===== src/rtl/vnu_pkg.sv =====
`default_nettype none
package vnu_pkg;

  localparam int unsigned NumLanes  = 4;
  localparam int unsigned CompW     = 32;
  localparam int unsigned SqW       = 64;
  localparam int unsigned SumW      = SqW + 1;
  localparam int unsigned RootW     = 32;
  localparam int unsigned LenW      = RootW + 1;
  localparam int unsigned QuotW     = 31;
  localparam int unsigned FracBits  = 30;
  localparam int unsigned RemW      = CompW + FracBits;
  localparam int unsigned QueueDepth = 4;
  localparam int unsigned QueuePtrW = $clog2(QueueDepth);

  localparam logic [LenW-1:0] OneQ16 = LenW'(33'h0_0001_0000);
  localparam logic [LenW-1:0] LenMax = LenW'(33'h1_0000_0000);

  // Register indexes of the configuration port.
  localparam logic [1:0] RegZeroThr = 2'd0;
  localparam logic [1:0] RegUnitTol = 2'd1;

  // An item as it leaves the front part: exact sum of squares,
  // component magnitudes and signs.
  typedef struct packed {
    logic [SumW-1:0]                 sum;
    logic [NumLanes-1:0][CompW-1:0]  mag;
    logic [NumLanes-1:0]             neg;
  } fe_item_t;

  typedef struct packed {
    logic [31:0] zero_thr;
    logic [15:0] unit_tol;
  } cfg_t;

endpackage
`default_nettype wire


===== src/rtl/vnu_fifo.sv =====
`default_nettype none
module vnu_fifo (
  input  wire logic              clk_i,
  input  wire logic              rst_ni,
  input  wire logic              push_i,
  input  vnu_pkg::fe_item_t      push_item_i,
  input  wire logic              pop_i,
  output vnu_pkg::fe_item_t      head_o,
  output logic                   full_o,
  output logic                   empty_o
);

  vnu_pkg::fe_item_t                 mem_q [vnu_pkg::QueueDepth];
  logic [vnu_pkg::QueuePtrW-1:0]     wr_ptr_q;
  logic [vnu_pkg::QueuePtrW-1:0]     rd_ptr_q;
  logic [vnu_pkg::QueuePtrW:0]       count_q;

  assign full_o  = count_q == (vnu_pkg::QueuePtrW+1)'(vnu_pkg::QueueDepth);
  assign empty_o = count_q == '0;
  assign head_o  = mem_q[rd_ptr_q];

  always_ff @(posedge clk_i or negedge rst_ni) begin
    if (!rst_ni) begin
      wr_ptr_q <= '0;
      rd_ptr_q <= '0;
      count_q  <= '0;
    end else begin
      if (push_i) wr_ptr_q <= wr_ptr_q + 1'b1;
      if (pop_i)  rd_ptr_q <= rd_ptr_q + 1'b1;
      if (push_i && !pop_i)      count_q <= count_q + 1'b1;
      else if (!push_i && pop_i) count_q <= count_q - 1'b1;
    end
  end

  always_ff @(posedge clk_i) begin
    if (push_i) mem_q[wr_ptr_q] <= push_item_i;
  end

endmodule
`default_nettype wire


===== config.mk =====
export PLATFORM = sky130hd
export DESIGN_NAME = vnu_fifo
export DESIGN_NICKNAME = d
export VERILOG_FILES = /design/src/rtl/vnu_pkg.sv /design/src/rtl/vnu_fifo.sv
export SDC_FILE = /design/constraint.sdc
export NUM_CORES = 1
export LEC_CHECK = 0
export BUFFER_PORTS_ARGS = -buffer_cell sky130_fd_sc_hd__buf_2
export CAP_MARGIN = 20
export CORE_UTILIZATION = 50
export DETAILED_ROUTE_END_ITERATION = 10
export PLACE_DENSITY = 0.73
export REMOVE_ABC_BUFFERS = 1
export SYNTH_ARGS = -nofsm -noshare
export SYNTH_HDL_FRONTEND = slang
export SYNTH_SLANG_ARGS = --single-unit

===== constraint.sdc =====
create_clock -name clk_i -period 15.55 [get_ports clk_i]
set_input_delay 3.8875 -clock clk_i [delete_from_list [all_inputs] [get_ports clk_i]]
set_output_delay 3.8875 -clock clk_i [all_outputs]
set_load 0.05 [all_outputs]

==> out/summary.txt <==
======================================================================================================
Run status .............................................................................. complete, no violations
Die extent in x .........................................................................     242.0 µm
VDD IR-drop max .........................................................................     149.4 µV
Total track usage .......................................................................       0.1928
Area of the core ........................................................................    56600 µm²
Clock transition at the register clock pins on the worst setup and hold paths after CTS .      0.06 ns
Vias per inst ...........................................................................        5.513
Total wire length .......................................................................     55470 µm
Share of the cycle needed by the critical path after routing ............................       0.5011
Cell occurring most often along the worst timing path ...................................        buf_4
Number of buffers on the longest clock path .............................................            3
Aggregate global routing overflow .......................................................            0
Antenna Nets Post-Route .................................................................            0
Critical Path Max Stage Delay ...........................................................      0.72 ns
Ys Warns ................................................................................            0
Cell at the root of the clock tree ......................................................    clkbuf_16
Netlist area before placement ...........................................................    28790 µm²
Number of remaining DRC errors ..........................................................            0
CTS tree ................................................................................         done
Top post-synthesis cells by count ....................................................... 788 x edfxtp_1, 197 x mux4_2, 23 x buf_2
Worst path cell trace ................................................................... buf_16, buf_4, buf_4, mux4_2, buf_2
Class of the tightest hold or removal check .............................................      reg2reg
Fraction of registers with async set or reset after synthesis ...........................     0.008805
Count of buffers added by post-CTS timing repair for setup ..............................            0
Final hold violations ...................................................................            0
Routed wire per std cell ................................................................     23.67 µm
Post-Syn Area per Cell ..................................................................    27.09 µm²
FF+latch area ...........................................................................    23850 µm²
Clock H-tree levels .....................................................................            3
Slew @ Worst Pin ........................................................................     1.081 ns
Pin count of the biggest net entering global routing ....................................           73
Startpoint type of the worst setup path .................................................     register
EDFF count, synth .......................................................................          788
Fillers .................................................................................         3926
Wire length of the first global-routing pass ............................................     84310 µm
Detailed placement HPWL .................................................................     32900 µm
Number of vias in the routed layout .....................................................        12920
Overall die area ........................................................................    58550 µm²
Area Growth Syn to Fin ..................................................................       18.24%
Ratio of cells with drive above 1 in the final layout ...................................       0.4601
Cell variety after synth ................................................................           19
Primary flip-flop cell chosen by synthesis mapping ......................................     edfxtp_1
Crit path arrival time ..................................................................      3.91 ns
Clock tree sinks ........................................................................          795
#FFs+latches synth ......................................................................          795
Post-layout minimum cycle time ..........................................................     7.793 ns
Setup violations, final .................................................................            0
Worst setup EP type .....................................................................  output port
GPL Wtd Cong ............................................................................       0.7785
Maximum achievable frequency ............................................................    128.3 MHz
Effective utilization at floorplan ......................................................       0.5087
Max Clock Skew ..........................................................................   0.01785 ns
Tightest slew margin relative to the limit ..............................................       0.2790
Worst-path cell with the longest stage delay ............................................        buf_4
FP Rows .................................................................................           87
Total of hold buffers inserted after clock tree synthesis ...............................            0
Post-Route Setup TNS ....................................................................         0 ns
Top cell type's share of synthesized area ...............................................       0.8218
Power density over the cells ............................................................ 221.8 nW/µm²
Worst EP required .......................................................................     11.66 ns
Filler-free cell count of the finished design ...........................................         2343
Clk Latency, worst-skew pair ............................................................      0.60 ns
Drt pass-1 iters ........................................................................            5
Max-cap check violation count ...........................................................            0
Top area cells in the synthesized netlist ............................................... edfxtp_1 82%, mux4_2 15%, dfrtp_1 0.61%
First DRT Iteration DRCs ................................................................          822
Number of ports placed on the die boundary ..............................................          400
Part of the Yosys area used for sequential elements .....................................       0.8279
Leakage component of the power ..........................................................   0.01154 µW
Multi-input gate area ...................................................................     4647 µm²
Final max-slew violation count ..........................................................            0
Y dimension of the die ..................................................................     242.0 µm
Start-to-end type of the worst setup path ...............................................      reg2out
Number of placed instances with taps included ...........................................         2191
Dominant cell by count in the synthesized netlist .......................................     edfxtp_1
Net total in the final layout ...........................................................         1724
Initial antenna violation count .........................................................           14
Vias in the first global route ..........................................................        13630
Count of input and output buffers .......................................................          399
Setup repair after global routing missed its margin .....................................           no
Quantity of gates resized following cts .................................................            0
Biggest area consumer among synthesized cells ...........................................     edfxtp_1
Number of cells produced by synthesis ...................................................         1063
Largest fanout on the critical path .....................................................           38
Number of CTS-inserted buffers ..........................................................           79
======================================================================================================
path summary, 6_finish.rpt:
path | startpoint | to | slack, ns | cells past startpoint
worst max register to register | wr_ptr_q[0]$_DFFE_PN0P_ | mem_q[0][179]$_DFFE_PP_ | 12.42 | 5
worst max-delay path | rd_ptr_q[0]$_DFFE_PN0P_ | head_o[35] | 7.76 | 5
worst min register to register | count_q[2]$_DFFE_PN0P_ | count_q[2]$_DFFE_PN0P_ | 0.50 | 1
min in group asynchronous | rst_ni | count_q[2]$_DFFE_PN0P_ | 3.13 | 1
worst min-delay path | count_q[2]$_DFFE_PN0P_ | count_q[2]$_DFFE_PN0P_ | 0.50 | 1
max in group asynchronous | rst_ni | rd_ptr_q[0]$_DFFE_PN0P_ | 12.21 | 1
cell type report:
class,count,share of cell area
multi-input cells,220,0.1365
flip-flops and latches,795,0.7004
clock inverters,47,0.01117
diodes,9,0.0006615
clock buffers,95,0.05983
well taps,756,0.02778
repair buffers,417,0.06321
inverters,4,0.0004410
sequential cells by signal, indices dropped and copies added (netlist names):
register  flops
wr_ptr_q      2
rd_ptr_q      2
mem_q       788
count_q       3
stage by stage:
step                      power [µW]  setup WS [ns]    util  cell area [µm²]  hold WS, ns
after global routing            7836          7.380  0.6013            34040       0.5377
after detailed placement        5847          7.912  0.5579            31580       0.4943
after floorplan                 5364          3.087       -            28490       0.4563
after CTS                       7645          7.220  0.6006            34000       0.5055
after global placement          5819          7.948  0.5579            31580       0.4753
final                           7553          7.757  0.6015            34050       0.4993
layer usage:
layer  wire length (µm)  part of all wire  global-route usage
met1              22430              0.40              0.2605
met3               3988             0.072             0.05794
met2              27520              0.50              0.3018
met4               1437             0.026             0.06627
met5                 91            0.0016                   0
kinds of logic after synthesis:
kind of cell,after synthesis,synth area share
XOR/XNOR,6,0.001825
buffers and inverters,48,0.01104
AND/OR/NAND/NOR,9,0.001695
flip-flops,795,0.8279
AO/OA/AOI/OAI,1,0.0001737
multiplexers,198,0.1545
adder cells (fa/ha/maj),6,0.002868
placed cells by master (no fill, tap or decap), types with 3 or more instances in the layout:
cell,count
inv_1,4
buf_2,399
ha_1,5
edfxtp_1,788
diode_2,9
buf_4,17
dfrtp_1,5
clkbuf_16,79
bufinv_16,5
mux4_2,197
and2_4,4
clkinv_4,3
clkinv_1,21
clkinv_2,12
clkbuf_1,16
xor2_1,4
where the power goes:
part / switching (µW) / internal (µW) / total [µW]
clock network: 764 / 1020 / 1780
logic: 2020 / 813 / 2830
registers: 135 / 2810 / 2940
critical path: cells and delay by family, from the launching register on:
family / cells / cell delay [ns]
multiplexers: 1 / 0.62
buffers and inverters: 4 / 1.94
flip-flops: 1 / 0.65
Power figures use the tool's default switching activity.
